$ cat config.mk
export PLATFORM = sky130hd
export DESIGN_NAME = heater_link_command_controller
export DESIGN_NICKNAME = d
export VERILOG_FILES = /design/src/rtl/core/hlcc_pkg.sv /design/src/rtl/core/heater_link_command_controller.sv /design/src/rtl/core/hlcc_ctrl.sv /design/src/rtl/core/hlcc_dp.sv
export SDC_FILE = /design/constraint.sdc
export NUM_CORES = 1
export LEC_CHECK = 0
export BUFFER_PORTS_ARGS = -buffer_cell sky130_fd_sc_hd__buf_2
export CAP_MARGIN = 10
export CORE_MARGIN = 2
export CORE_UTILIZATION = 50
export DETAILED_ROUTE_END_ITERATION = 10
export PLACE_DENSITY = 0.77
export SLEW_MARGIN = 5
export SYNTH_ARGS = -nofsm -noshare
export SYNTH_HDL_FRONTEND = slang
export SYNTH_SLANG_ARGS = --single-unit
$ cat constraint.sdc
create_clock -name clock -period 15.9 [get_ports clock]
set_clock_uncertainty 0.2 [all_clocks]
set_input_delay 3.18 -clock clock [delete_from_list [all_inputs] [get_ports clock]]
set_output_delay 3.18 -clock clock [all_outputs]
set_load 0.005 [all_outputs]
$ cat src/rtl/core/hlcc_pkg.sv
`timescale 1ns / 1ps
// ---------------------------------------------------------------------------
// hlcc_pkg
// Shared types and constants of the heater link command controller.
// ---------------------------------------------------------------------------
package hlcc_pkg;

   localparam int FRAME_BYTES = 10;
   localparam int IDX_W       = 4;

   localparam logic [7:0] TAG_TEMP = 8'hdd;
   localparam logic [7:0] TAG_CTRL = 8'hd2;
   localparam logic [7:0] TAG_CMD  = 8'hcc;

   localparam logic [2:0] CMD_RX    = 3'd0;
   localparam logic [2:0] CMD_TICK  = 3'd1;
   localparam logic [2:0] CMD_POWER = 3'd2;
   localparam logic [2:0] CMD_MODE  = 3'd3;
   localparam logic [2:0] CMD_TEMP  = 3'd4;

   // what a command frame patches
   typedef enum logic [1:0] {
      PATCH_POWER = 2'd0,
      PATCH_MODE  = 2'd1,
      PATCH_TEMP  = 2'd2
   } patch_type;

   // controller -> datapath
   typedef struct packed {
      logic       load_in;     // capture the accepted item
      logic       rx_store;    // store received byte, judge frame if complete
      logic       tick_eval;   // run the sequencer tick
      logic       req_eval;    // run a power/mode/temp request
      logic       emit_frame;  // present frame byte at index
      logic       emit_status; // present status report
      logic       commit;      // adopt built frame after the last byte goes
   } dp_cmd_type;

   // datapath -> controller
   typedef struct packed {
      logic send;              // a frame is to be sent for this item
   } dp_sts_type;

   typedef logic [7:0] frame_type [FRAME_BYTES];

endpackage

$ cat src/rtl/core/heater_link_command_controller.sv
`timescale 1ns / 1ps
// ---------------------------------------------------------------------------
// heater_link_command_controller
// Heater link controller: frame receive, status decode, command send.
// ---------------------------------------------------------------------------
//  channel | ports                   | direction
//  req     | req_valid/req_ready     | in, received byte / tick / request
//  rsp     | rsp_valid/rsp_ready     | out, frame bytes then status
//  csr     | csr_we/csr_wdata        | in, wait_ticks write
//
// An item runs evaluate, the ten command frame bytes if a frame goes out,
// then status, held by output stalls; the one-item controller takes no new
// item before that. Synchronous active-high reset puts wait_ticks at 500 and clears
// both stored frames, status and sequencer. A stalled rsp holds the transfer.
module heater_link_command_controller import hlcc_pkg::*; (
   input  logic        clock,
   input  logic        reset,
   input  logic        csr_we,
   input  logic [15:0] csr_wdata,
   input  logic        req_valid,
   output logic        req_ready,
   input  logic [2:0]  req_cmd,
   input  logic [7:0]  req_rx_byte,
   input  logic        req_rx_first,
   input  logic        req_power_req,
   input  logic [1:0]  req_mode_req,
   input  logic [7:0]  req_temp_req,
   output logic        rsp_valid,
   input  logic        rsp_ready,
   output logic        rsp_kind,
   output logic [7:0]  rsp_tx_byte,
   output logic        rsp_last,
   output logic [7:0]  rsp_temp_in,
   output logic [7:0]  rsp_temp_out,
   output logic [7:0]  rsp_ambient,
   output logic [7:0]  rsp_error_code,
   output logic        rsp_power_on,
   output logic [1:0]  rsp_mode,
   output logic [6:0]  rsp_target_temp,
   output logic        rsp_state_changed
);

   dp_cmd_type       dp_cmd;
   dp_sts_type       dp_sts;
   logic [IDX_W-1:0] byte_idx;

   // controller: one item at a time
   hlcc_ctrl u_ctrl (
      .clock, .reset, .req_valid, .req_ready, .req_cmd,
      .rsp_valid, .rsp_ready, .byte_idx, .dp_cmd, .dp_sts
   );

   // datapath: frames, status, sequencer
   hlcc_dp u_dp (
      .clock, .reset, .csr_we, .csr_wdata,
      .req_rx_byte, .req_rx_first, .req_power_req, .req_mode_req,
      .req_temp_req, .req_cmd, .byte_idx, .dp_cmd, .dp_sts,
      .rsp_kind, .rsp_tx_byte, .rsp_last, .rsp_temp_in, .rsp_temp_out,
      .rsp_ambient, .rsp_error_code, .rsp_power_on, .rsp_mode,
      .rsp_target_temp, .rsp_state_changed
   );

endmodule

$ cat src/rtl/core/hlcc_ctrl.sv
`timescale 1ns / 1ps
// ---------------------------------------------------------------------------
// hlcc_ctrl
// Sequencer of one item: evaluate, send ten frame bytes if a frame is to go out, send status.
// ---------------------------------------------------------------------------
module hlcc_ctrl import hlcc_pkg::*; (
   input  logic       clock,
   input  logic       reset,
   input  logic       req_valid,
   output logic       req_ready,
   input  logic [2:0] req_cmd,
   output logic       rsp_valid,
   input  logic       rsp_ready,
   output logic [IDX_W-1:0] byte_idx,
   output dp_cmd_type dp_cmd,
   input  dp_sts_type dp_sts
);

   typedef enum logic [3:0] {
      ST_IDLE   = 4'b0001,
      ST_EVAL   = 4'b0010,
      ST_FRAME  = 4'b0100,
      ST_STATUS = 4'b1000
   } state_type;

   state_type        state_ff, state_in;
   logic [IDX_W-1:0] idx_ff, idx_in;
   logic [2:0]       cmd_ff;

   always_ff @(posedge clock) begin
      if (req_valid && req_ready) cmd_ff <= req_cmd;
   end

   always_ff @(posedge clock) begin
      if (reset) begin
         state_ff <= ST_IDLE;
         idx_ff   <= '0;
      end else begin
         state_ff <= state_in;
         idx_ff   <= idx_in;
      end
   end

   assign req_ready = (state_ff == ST_IDLE);
   assign rsp_valid = ((state_ff == ST_FRAME) && dp_sts.send) || (state_ff == ST_STATUS);
   assign byte_idx  = idx_ff;

   always_comb begin
      state_in = state_ff;
      idx_in   = idx_ff;
      dp_cmd   = '0;
      unique case (state_ff)
         ST_IDLE: begin
            dp_cmd.load_in = req_valid;
            if (req_valid) state_in = ST_EVAL;
         end
         ST_EVAL: begin
            dp_cmd.rx_store  = (cmd_ff == CMD_RX);
            dp_cmd.tick_eval = (cmd_ff == CMD_TICK);
            dp_cmd.req_eval  = (cmd_ff == CMD_POWER) || (cmd_ff == CMD_MODE) ||
                               (cmd_ff == CMD_TEMP);
            idx_in   = '0;
            state_in = ST_FRAME;
         end
         ST_FRAME: begin
            if (!dp_sts.send) begin
               state_in = ST_STATUS;
            end else begin
               dp_cmd.emit_frame = 1'b1;
               if (rsp_ready) begin
                  if (idx_ff == IDX_W'(FRAME_BYTES - 1)) begin
                     dp_cmd.commit = 1'b1;
                     state_in      = ST_STATUS;
                  end else begin
                     idx_in = idx_ff + 1'b1;
                  end
               end
            end
         end
         ST_STATUS: begin
            dp_cmd.emit_status = 1'b1;
            if (rsp_ready) state_in = ST_IDLE;
         end
         default: state_in = ST_IDLE;
      endcase
   end

`ifndef SYNTHESIS
   a_idx_range: assert property (@(posedge clock) disable iff (reset)
      idx_ff < IDX_W'(FRAME_BYTES)) else $error("byte index out of range");
   a_eval_follows: assert property (@(posedge clock) disable iff (reset)
      (state_ff == ST_IDLE && req_valid) |=> state_ff == ST_EVAL)
      else $error("accepted item not evaluated");
   a_status_done: assert property (@(posedge clock) disable iff (reset)
      (state_ff == ST_STATUS && rsp_ready) |=> state_ff == ST_IDLE)
      else $error("status transfer did not finish item");
`endif

endmodule

$ cat src/rtl/core/hlcc_dp.sv
`timescale 1ns / 1ps
// ---------------------------------------------------------------------------
// hlcc_dp
// Frame storage, status decode, command frame build and sequencer state.
// ---------------------------------------------------------------------------
module hlcc_dp import hlcc_pkg::*; (
   input  logic       clock,
   input  logic       reset,
   input  logic       csr_we,
   input  logic [15:0] csr_wdata,
   input  logic [7:0] req_rx_byte,
   input  logic       req_rx_first,
   input  logic       req_power_req,
   input  logic [1:0] req_mode_req,
   input  logic [7:0] req_temp_req,
   input  logic [2:0] req_cmd,
   input  logic [IDX_W-1:0] byte_idx,
   input  dp_cmd_type dp_cmd,
   output dp_sts_type dp_sts,
   output logic       rsp_kind,
   output logic [7:0] rsp_tx_byte,
   output logic       rsp_last,
   output logic [7:0] rsp_temp_in,
   output logic [7:0] rsp_temp_out,
   output logic [7:0] rsp_ambient,
   output logic [7:0] rsp_error_code,
   output logic       rsp_power_on,
   output logic [1:0] rsp_mode,
   output logic [6:0] rsp_target_temp,
   output logic       rsp_state_changed
);

   logic [15:0] wait_ff;
   logic [7:0]  byte_ff, temp_ff;
   logic        first_ff, pow_ff;
   logic [1:0]  mreq_ff;
   logic [2:0]  cmd_ff;

   logic [7:0]  rxb_ff  [FRAME_BYTES];
   logic [7:0]  tfr_ff  [FRAME_BYTES];
   logic [7:0]  cfr_ff  [FRAME_BYTES];
   logic [7:0]  bld_ff  [FRAME_BYTES];
   logic [3:0]  cnt_ff;
   logic [1:0]  step_ff;
   logic [15:0] elap_ff;
   logic [7:0]  pend_ff;
   logic        rest_ff;
   logic        send_ff, chg_ff;
   logic [7:0]  st_tin_ff, st_tout_ff, st_amb_ff, st_err_ff;
   logic        st_pow_ff;
   logic [1:0]  st_mode_ff;
   logic [6:0]  st_tgt_ff;

   always_ff @(posedge clock) begin
      if (dp_cmd.load_in) begin
         byte_ff  <= req_rx_byte;
         first_ff <= req_rx_first;
         pow_ff   <= req_power_req;
         mreq_ff  <= req_mode_req;
         temp_ff  <= req_temp_req;
         cmd_ff   <= req_cmd;
      end
   end

   // receive path
   logic [3:0] cidx;
   logic [IDX_W-1:0] widx;
   logic       full;
   logic [7:0] nf [FRAME_BYTES];
   logic       diff_t, diff_c;
   always_comb begin
      cidx = (first_ff || cnt_ff >= 4'(FRAME_BYTES)) ? 4'd0 : cnt_ff;
      widx = cidx;
      full = (cidx == 4'(FRAME_BYTES - 1));
      for (int i = 0; i < FRAME_BYTES; i++)
         nf[i] = (widx == IDX_W'(i)) ? byte_ff : rxb_ff[i];
      diff_t = 1'b0;
      diff_c = 1'b0;
      for (int i = 0; i < FRAME_BYTES; i++) begin
         if (nf[i] != tfr_ff[i]) diff_t = 1'b1;
         if (nf[i] != cfr_ff[i]) diff_c = 1'b1;
      end
   end

   // request / tick decision
   logic       do_send, ok;
   patch_type  what;
   logic [7:0] val;
   logic [1:0] step_nx;
   logic       step_we, elap_clr, pend_we;
   logic [15:0] elap_inc;
   always_comb begin
      ok       = (cfr_ff[0] == TAG_CTRL);
      do_send  = 1'b0;
      what     = PATCH_POWER;
      val      = 8'd0;
      step_nx  = step_ff;
      step_we  = 1'b0;
      elap_clr = 1'b0;
      pend_we  = 1'b0;
      elap_inc = (elap_ff != 16'hffff) ? elap_ff + 16'd1 : elap_ff;
      if (dp_cmd.tick_eval && step_ff != 2'd0) begin
         if (elap_inc >= wait_ff) begin
            step_we = 1'b1;
            do_send = ok;
            if (step_ff == 2'd1) begin
               what = PATCH_TEMP;
               val  = pend_ff;
               step_nx  = rest_ff ? 2'd2 : 2'd0;
               elap_clr = rest_ff;
            end else begin
               what    = PATCH_POWER;
               val     = 8'd1;
               step_nx = 2'd0;
            end
         end
      end else if (dp_cmd.req_eval) begin
         priority case (1'b1)
            cmd_ff == CMD_POWER: begin
               do_send = ok;
               val     = {7'd0, pow_ff};
            end
            cmd_ff == CMD_MODE: begin
               if (mreq_ff == 2'd0) begin
                  do_send = ok;
               end else if (step_ff == 2'd0) begin
                  do_send  = ok;
                  what     = PATCH_MODE;
                  val      = {6'd0, mreq_ff};
                  step_we  = 1'b1;
                  step_nx  = 2'd3;
                  elap_clr = 1'b1;
               end
            end
            default: begin
               if (step_ff == 2'd0) begin
                  pend_we = 1'b1;
                  do_send = ok;
                  if (st_pow_ff) begin
                     step_we  = 1'b1;
                     step_nx  = 2'd1;
                     elap_clr = 1'b1;
                  end else begin
                     what = PATCH_TEMP;
                     val  = temp_ff;
                  end
               end
            end
         endcase
      end
   end

   // build patched frame
   logic [7:0] bf [FRAME_BYTES];
   logic [7:0] sum;
   always_comb begin
      for (int i = 0; i < FRAME_BYTES; i++) bf[i] = cfr_ff[i];
      unique case (what)
         PATCH_POWER: bf[7] = (bf[7] & 8'hBF) | (val[0] ? 8'h40 : 8'h00);
         PATCH_MODE: begin
            if (val[1:0] == 2'd1) begin
               bf[7] = bf[7] & 8'hDF;
               bf[8] = bf[8] | 8'h80;
            end else if (val[1:0] == 2'd2) begin
               bf[7] = bf[7] & 8'hDF;
               bf[8] = bf[8] & 8'h7F;
            end else begin
               bf[7] = bf[7] | 8'h20;
               bf[8] = bf[8] & 8'h7F;
            end
         end
         default: bf[2] = (bf[2] & 8'h80) | (val & 8'h7F);
      endcase
      bf[0] = TAG_CMD;
      sum = 8'd0;
      for (int i = 1; i < FRAME_BYTES - 1; i++) sum = sum + bf[i];
      bf[FRAME_BYTES - 1] = sum;
   end

   // decode of a control frame into status
   function automatic logic [9:0] dec_ctrl(input logic [7:0] b2, input logic [7:0] b7,
                                          input logic [7:0] b8);
      logic       p;
      logic [1:0] m;
      p = b7[6];
      if (!p)          m = 2'd0;
      else if (b8[7])  m = 2'd1;
      else if (!b7[5]) m = 2'd2;
      else             m = 2'd3;
      return {p, m, b2[6:0]};
   endfunction

   logic [9:0] dc_rx, dc_bld;
   assign dc_rx  = dec_ctrl(nf[2], nf[7], nf[8]);
   assign dc_bld = dec_ctrl(bld_ff[2], bld_ff[7], bld_ff[8]);

   always_ff @(posedge clock) begin
      if (dp_cmd.rx_store) rxb_ff[widx] <= byte_ff;
      if (dp_cmd.req_eval || dp_cmd.tick_eval) begin
         for (int i = 0; i < FRAME_BYTES; i++) bld_ff[i] <= bf[i];
      end
   end

   always_ff @(posedge clock) begin
      if (reset) begin
         wait_ff <= 16'd500;
         cnt_ff  <= '0;
         step_ff <= '0;
         elap_ff <= '0;
         pend_ff <= '0;
         rest_ff <= 1'b0;
         send_ff <= 1'b0;
         chg_ff  <= 1'b0;
         for (int i = 0; i < FRAME_BYTES; i++) begin
            tfr_ff[i] <= '0;
            cfr_ff[i] <= '0;
         end
         st_tin_ff <= '0; st_tout_ff <= '0; st_amb_ff <= '0; st_err_ff <= '0;
         st_pow_ff <= 1'b0; st_mode_ff <= '0; st_tgt_ff <= '0;
      end else begin
         if (csr_we) wait_ff <= csr_wdata;
         if (dp_cmd.load_in) begin
            send_ff <= 1'b0;
            chg_ff  <= 1'b0;
         end
         if (dp_cmd.rx_store) begin
            cnt_ff <= full ? 4'd0 : cidx + 4'd1;
            if (full && nf[0] == TAG_TEMP && diff_t) begin
               for (int i = 0; i < FRAME_BYTES; i++) tfr_ff[i] <= nf[i];
               st_tin_ff  <= nf[1];
               st_tout_ff <= nf[2];
               st_amb_ff  <= nf[5];
               st_err_ff  <= nf[7];
               chg_ff     <= 1'b1;
            end else if (full && nf[0] == TAG_CTRL && diff_c) begin
               for (int i = 0; i < FRAME_BYTES; i++) cfr_ff[i] <= nf[i];
               {st_pow_ff, st_mode_ff, st_tgt_ff} <= dc_rx;
               chg_ff <= 1'b1;
            end
         end
         if (dp_cmd.tick_eval && step_ff != 2'd0) elap_ff <= elap_clr ? 16'd0 : elap_inc;
         if (dp_cmd.req_eval && elap_clr) elap_ff <= 16'd0;
         if (step_we) step_ff <= step_nx;
         if (pend_we) begin
            pend_ff <= temp_ff;
            rest_ff <= st_pow_ff;
         end
         if (dp_cmd.req_eval || dp_cmd.tick_eval) send_ff <= do_send;
         if (dp_cmd.commit) begin
            for (int i = 1; i < FRAME_BYTES; i++) cfr_ff[i] <= bld_ff[i];
            cfr_ff[0] <= TAG_CTRL;
            {st_pow_ff, st_mode_ff, st_tgt_ff} <= dc_bld;
            chg_ff <= 1'b1;
         end
      end
   end

   assign dp_sts.send = send_ff;

   always_comb begin
      rsp_kind          = dp_cmd.emit_status;
      rsp_last          = dp_cmd.emit_status;
      rsp_tx_byte       = dp_cmd.emit_frame ? bld_ff[byte_idx] : 8'd0;
      rsp_temp_in       = rsp_kind ? st_tin_ff  : 8'd0;
      rsp_temp_out      = rsp_kind ? st_tout_ff : 8'd0;
      rsp_ambient       = rsp_kind ? st_amb_ff  : 8'd0;
      rsp_error_code    = rsp_kind ? st_err_ff  : 8'd0;
      rsp_power_on      = rsp_kind & st_pow_ff;
      rsp_mode          = rsp_kind ? st_mode_ff : 2'd0;
      rsp_target_temp   = rsp_kind ? st_tgt_ff  : 7'd0;
      rsp_state_changed = rsp_kind & chg_ff;
   end

`ifndef SYNTHESIS
   a_cnt_range: assert property (@(posedge clock) disable iff (reset)
      cnt_ff < 4'(FRAME_BYTES)) else $error("rx count out of range");
   a_commit_tag: assert property (@(posedge clock) disable iff (reset)
      dp_cmd.commit |=> cfr_ff[0] == TAG_CTRL) else $error("commit lost control tag");
   a_commit_send: assert property (@(posedge clock) disable iff (reset)
      dp_cmd.commit |-> send_ff) else $error("commit without a send");
`endif

endmodule

# [After elaboration in Yosys (flattened, before gate mapping)]
# Memories as Yosys holds them, arrays and structs flattened. A register that Yosys moved wholly into a read port is not among the register bits.
# Cells that the tools add are included.
[op_classes] n_addsub=10 order_cmp=2 n_eq_ne=59 n_mux=195 bitwise_logic=34 reduce_logical=34
[op_table] cell="2-to-1 mux 8 bit" count=47
[op_table] cell="!= test 8 bit" count=20
[op_table] cell="2-to-1 mux 7 bit" count=14
[op_table] cell="2-to-1 mux 1 bit" count=83
[op_table] cell="2-to-1 mux 2 bit" count=31
[op_table] cell="adder 8 bit" count=7
[op_table] cell="2-to-1 mux 4 bit" count=12
[op_table] cell="2-to-1 mux 16 bit" count=2
[op_table] cell="OR 1 bit" count=30
[op_table] cell="2-to-1 mux 14 bit" count=2
[op_table] cell="== test 8 bit, second input constant" count=3
[op_table] cell="== test 4 x 3 -> 1 bit, second input constant" count=5
[op_table] cell="adder 16 x 1 -> 16 bit, second input constant" count=1
[op_table] cell="== test 4 bit, second input constant" count=4
[op_table] cell=">= comparator 16 bit" count=1
[op_table] cell="!= test 16 bit, second input constant" count=1
[op_table] cell="OR 8 x 7 -> 8 bit" count=2
[op_table] cell="one-hot mux 4 bit (4 select lines)" count=1
[op_table] cell="one-hot mux 8 bit (2 select lines)" count=1
[op_table] cell="== test 3 x 2 -> 1 bit, second input constant" count=4
[op_table] cell="== test 4 x 2 -> 1 bit, second input constant" count=3
[op_table] cell="!= test 2 bit, second input constant" count=6
[op_table] cell="nonzero test 2 bit" count=6
[op_table] cell="nonzero test 3 bit" count=3
[op_table] cell="other kinds (23)" count=45
[word_totals] register_bits=123 ramBits=320 in_bits=44 out_inout_bits=55 elab_cells=362 mem_count=4
[memory_table] memory="u_dp.bld_ff" depth=10 word_bits=8 read_ports=10 rd_ports_with_merged_regs=1 wr=10 line="hlcc_dp.sv:42" rtl="logic [7:0] bld_ff [FRAME_BYTES];"
[memory_table] memory="u_dp.cfr_ff" depth=10 word_bits=8 read_ports=10 rd_ports_with_merged_regs=0 wr=10 line="hlcc_dp.sv:41" rtl="logic [7:0] cfr_ff [FRAME_BYTES];"
[memory_table] memory="u_dp.rxb_ff" depth=10 word_bits=8 read_ports=10 rd_ports_with_merged_regs=0 wr=1 line="hlcc_dp.sv:39" rtl="logic [7:0] rxb_ff [FRAME_BYTES];"
[memory_table] memory="u_dp.tfr_ff" depth=10 word_bits=8 read_ports=10 rd_ports_with_merged_regs=0 wr=10 line="hlcc_dp.sv:40" rtl="logic [7:0] tfr_ff [FRAME_BYTES];"

# [Depth between registers and ports, before layout]
[depth] ltp_word=24 depth_mapped=32 depth_no_buf=29

# [Modules after synthesis]
# Synthesis repeated with hierarchy kept, for this count alone.
[unflattened] hier_cells=2261 hier_area_um2=23812.8
[modules_own_cells] module="hlcc_dp" n_inst=1 cells_each=2192 area_each_um2=23183.5
[modules_own_cells] module="hlcc_ctrl" n_inst=1 cells_each=69 area_each_um2=629.4

# [Worst setup path after synthesis]
# OpenSTA, ideal clock, no wires.
[synth_path] path_kind="register to register" from="register u_dp.elap_ff[7]" to="memory u_dp.bld_ff[9][7] (data pin)" setup_ns=0.260 t_arrival_ns=6.713 slack_ns=8.728 path_stages_with_launch=28 path_buffers=2 synth_period_minus_slack_ns=7.172 cell_sequence="dfxtp_1 -> clkbuf_1 -> and4_1 -> nand3_1 -> nor3_1 -> nand2b_1 -> clkbuf_1 -> mux2_2 -> ha_1 -> a21o_1 -> a21o_1 -> a21o_1 -> a21o_1 -> a2111oi_0 -> nor4b_1 -> nor3_1 -> nand2_1 -> mux2_1 -> fa_1 -> inv_1 -> fa_1 -> fa_1 -> xor2_1 -> xnor2_1 -> xnor2_1 -> xnor2_1 -> xnor2_1 -> xnor2_1"
[synth_lines] element="start, declared" line="hlcc_dp.sv:45" rtl="logic [15:0] elap_ff;"
[synth_lines] element="start signal, assigned" line="hlcc_dp.sv:241" rtl="if (dp_cmd.tick_eval && step_ff != 2'd0) elap_ff <= elap_clr ? 16'd0 : elap_inc;"
[synth_lines] element="end, declared" line="hlcc_dp.sv:42"

==> flow_metrics.tcl <==
set metrics [dict create \
    hold_path.class "reg -> reg" \
    power_density_nw_per_um2 113 \
    antenna_found_initial 3 \
    yosysMostFrequentCell "edfxtp_1" \
    dp_slack_ps 7530 \
    synth_seq_area_share 0.533 \
    remaining_drc_errors 0 \
    final-hold-violation-count 0 \
    final_cells 2798 \
    crit_type "reg -> reg" \
    cp_top_family "simple AND/OR/NAND/NOR gates" \
    die_h_um 217 \
    synth_ff_type "edfxtp_1" \
    crit_fanout 12 \
    clockBufferDepth 3 \
    initial_utilization 0.510 \
    start_kind "flop" \
    setup_tns_ps 0 \
    post-route-period-util 0.528 \
    finalSetupViolations 0 \
    critPathBufInv 1 \
    async_reset_ff_frac 0 \
    io_pins 99 \
    yosys_warnings 0 \
    rr_endpoint "u_dp.bld_ff[9][7]$_DFFE_PP_" \
    cp_slowest_cell "a2111oi_0" \
    cts.sinks 436 \
    ant_nets 0 \
    arrival_ps 8540 \
    dr.pass1.iters 7 \
    cp_common_cell "xnor2_1" \
    postPlaceCellArea_um2 23800 \
    finish.utilization 0.570 \
    htree_levels 2 \
    required_ps 16050 \
    fin_ws_ps 7510 \
    synth_area_per_cell_um2 10.8 \
    rsz0062_at_grt "false" \
    worstSkewPairLatency_ps 620 \
    dp_hpwl_um 55500 \
    wl_per_cell_um 27.7 \
    drtIter0Drc 2719 \
    synth_common_cells "334 x edfxtp_1, 252 x nor2_1, 132 x inv_1" \
    clock.fmax_ghz 0.119 \
    cts_buffers 47 \
    ir_drop_uv 98.4 \
    hold_depth 1 \
    port_buffers 97 \
    tightest_slew_ps 1370 \
    routed-via-count 17700 \
    cts_root_buffer "clkbuf_16" \
    worstRegToRegCells 25 \
    coreArea_um2 44400 \
    worstSetupEndpointType "flop" \
    r2r_start "u_dp.elap_ff[7]$_SDFFE_PP0P_" \
    min_period_ps 8390 \
    gp_congestion 1.05 \
    ys_ff_latch 436 \
    dp_cells 2709 \
    cts_resized 0 \
    grt_pass1_wl_um 111000 \
    slowest_delay_ps 950 \
    core.rowCount 77 \
    grt-ovfl-total 0 \
    stdcell_area_um2 25300 \
    min_to "u_dp.st_tgt_ff[6]$_SDFFE_PP0P_" \
    hold_ws_ps 276 \
    min_from "u_dp.st_tgt_ff[6]$_SDFFE_PP0P_" \
    drive_gt1_frac 0.125 \
    dieArea_um2 47000 \
    grt_max_degree 83 \
    via_per_inst 6.32 \
    clk_pin_slew_ps 60 \
    synth_area_leaders "edfxtp_1 44%, dfxtp_1 9.0%, nor2_1 4.2%" \
    p_leak_nw 9.57 \
    grtUsageTotal 0.327 \
    cap_violations 0 \
    tritoncts "done" \
    timing.slew.headroom 0.0779 \
    synth.distinct_cells 87 \
    r2r_setup_slack_ps 7510 \
    finalNetCount 2278 \
    total_power_mw 2.86 \
    synth_top_area_frac 0.443 \
    postCtsSetupRepairBufs 0 \
    grt_pass1_vias 16800 \
    synth_edf_count 334 \
    synth_area_um2 22600 \
    area_growth_pct 11.8 \
    fp.dieW_um 217 \
    drv_slew 0 \
    status "finished clean" \
    ctsHoldBuffers 0 \
    yosysTopAreaCell "edfxtp_1" \
    synth_cells 2094 \
    routed_wl_um 77400 \
]
layer usage:
layer | up-vias | wire [um] | GRT usage
met4 | 2 | 5410 | 0.200
met2 | 1157 | 33700 | 0.493
met1 | 8631 | 28800 | 0.430
met5 | - | 12 | 0
li1 | 7649 | - | -
met3 | 251 | 9520 | 0.0762
cells by family (layout without fill, tap and decap cells):
logic type	Yosys count	count (layout)	synth area share
xor+xnor	159	159	0.0615
compound gates	384	384	0.108
mux	117	117	0.0585
simple gates	671	671	0.143
other cells	1	7	0.000166
fa+ha+maj	67	67	0.0500
flops	436	436	0.533
buf+inv	259	365	0.0452
power breakdown:
group / switching [mW] / internal, mW
combinational: 0.253 / 0.129
sequential: 0.0529 / 1.30
clock: 0.483 / 0.638
flip-flops by register name, summed over array words and instances (netlist names), 7 cells and up, named ones only:
signal           flops
u_dp.pend_ff         7
u_dp.st_tgt_ff       7
u_dp.wait_ff        16
u_dp.bld_ff         72
u_dp.st_tin_ff       8
u_dp.elap_ff        16
u_dp.st_err_ff       8
u_dp.rxb_ff         80
u_dp.st_amb_ff       8
u_dp.tfr_ff         80
u_dp.temp_ff         7
u_dp.byte_ff         8
u_dp.st_tout_ff      8
u_dp.cfr_ff         80
how the worst max path moves through the flow:
stage / startpoint / end / slack [ps] / cells past startpoint
after CTS: u_dp.elap_ff[7]$_SDFFE_PP0P_ / u_dp.bld_ff[9][7]$_DFFE_PP_ / 7480 / 26
final: u_dp.elap_ff[7]$_SDFFE_PP0P_ / u_dp.bld_ff[9][7]$_DFFE_PP_ / 7510 / 25
after global routing: u_dp.elap_ff[7]$_SDFFE_PP0P_ / u_dp.bld_ff[9][7]$_DFFE_PP_ / 7080 / 26
after floorplan: u_dp.elap_ff[7]$_SDFFE_PP0P_ / u_dp.bld_ff[9][7]$_DFFE_PP_ / 8730 / 27
after global placement: u_dp.elap_ff[7]$_SDFFE_PP0P_ / u_dp.bld_ff[9][7]$_DFFE_PP_ / 7720 / 25
after detailed placement: u_dp.elap_ff[7]$_SDFFE_PP0P_ / u_dp.bld_ff[9][7]$_DFFE_PP_ / 7530 / 26
worst register-to-register path: stages (launching register included):
cell and delay (ps):
dfxtp_1 470, and4_1 300, nand3_1 140, nor3_1 360, nand2b_1 380, mux2_2 400, ha_1 290, a21o_1 150
a21o_1 170, a21o_1 170, a21o_1 170, a2111oi_0 950, nor4b_1 170, nor3_1 820, nand2_1 130, mux2_1 400
fa_1 550, inv_1 50, fa_1 460, fa_1 440, xor2_1 200, xnor2_1 160, xnor2_1 150, xnor2_1 180
xnor2_1 170, xnor2_1 110
placed cells by master, fill, tap and decap left out, types with 39 or more instances in the layout:
cell | synthesis | layout
edfxtp_1 | 334 | 334
nor2_1 | 252 | 251
inv_1 | 132 | 132
a21oi_1 | 125 | 124
nand2_1 | 124 | 122
dfxtp_1 | 102 | 102
buf_2 | 23 | 96
o21ai_0 | 82 | 82
xor2_1 | 82 | 82
xnor2_1 | 77 | 77
nor3_1 | 73 | 73
mux2i_1 | 70 | 70
clkbuf_16 | 0 | 47
nand3_1 | 46 | 46
buf_4 | 2 | 41
fa_1 | 39 | 39
cell type report:
| cell class | instances | area, um2 |
|---|---|---|
| fillers | 3634 | 19100 |
| flip-flops and latches | 436 | 12100 |
| multi-input cells | 1404 | 9630 |
| clock buffers | 53 | 1220 |
| repair buffers | 137 | 788 |
| well taps | 592 | 741 |
| inverters | 141 | 529 |
| clock inverters | 34 | 335 |
| diodes | 1 | 2.50 |
Power figures use the tool's default switching activity.
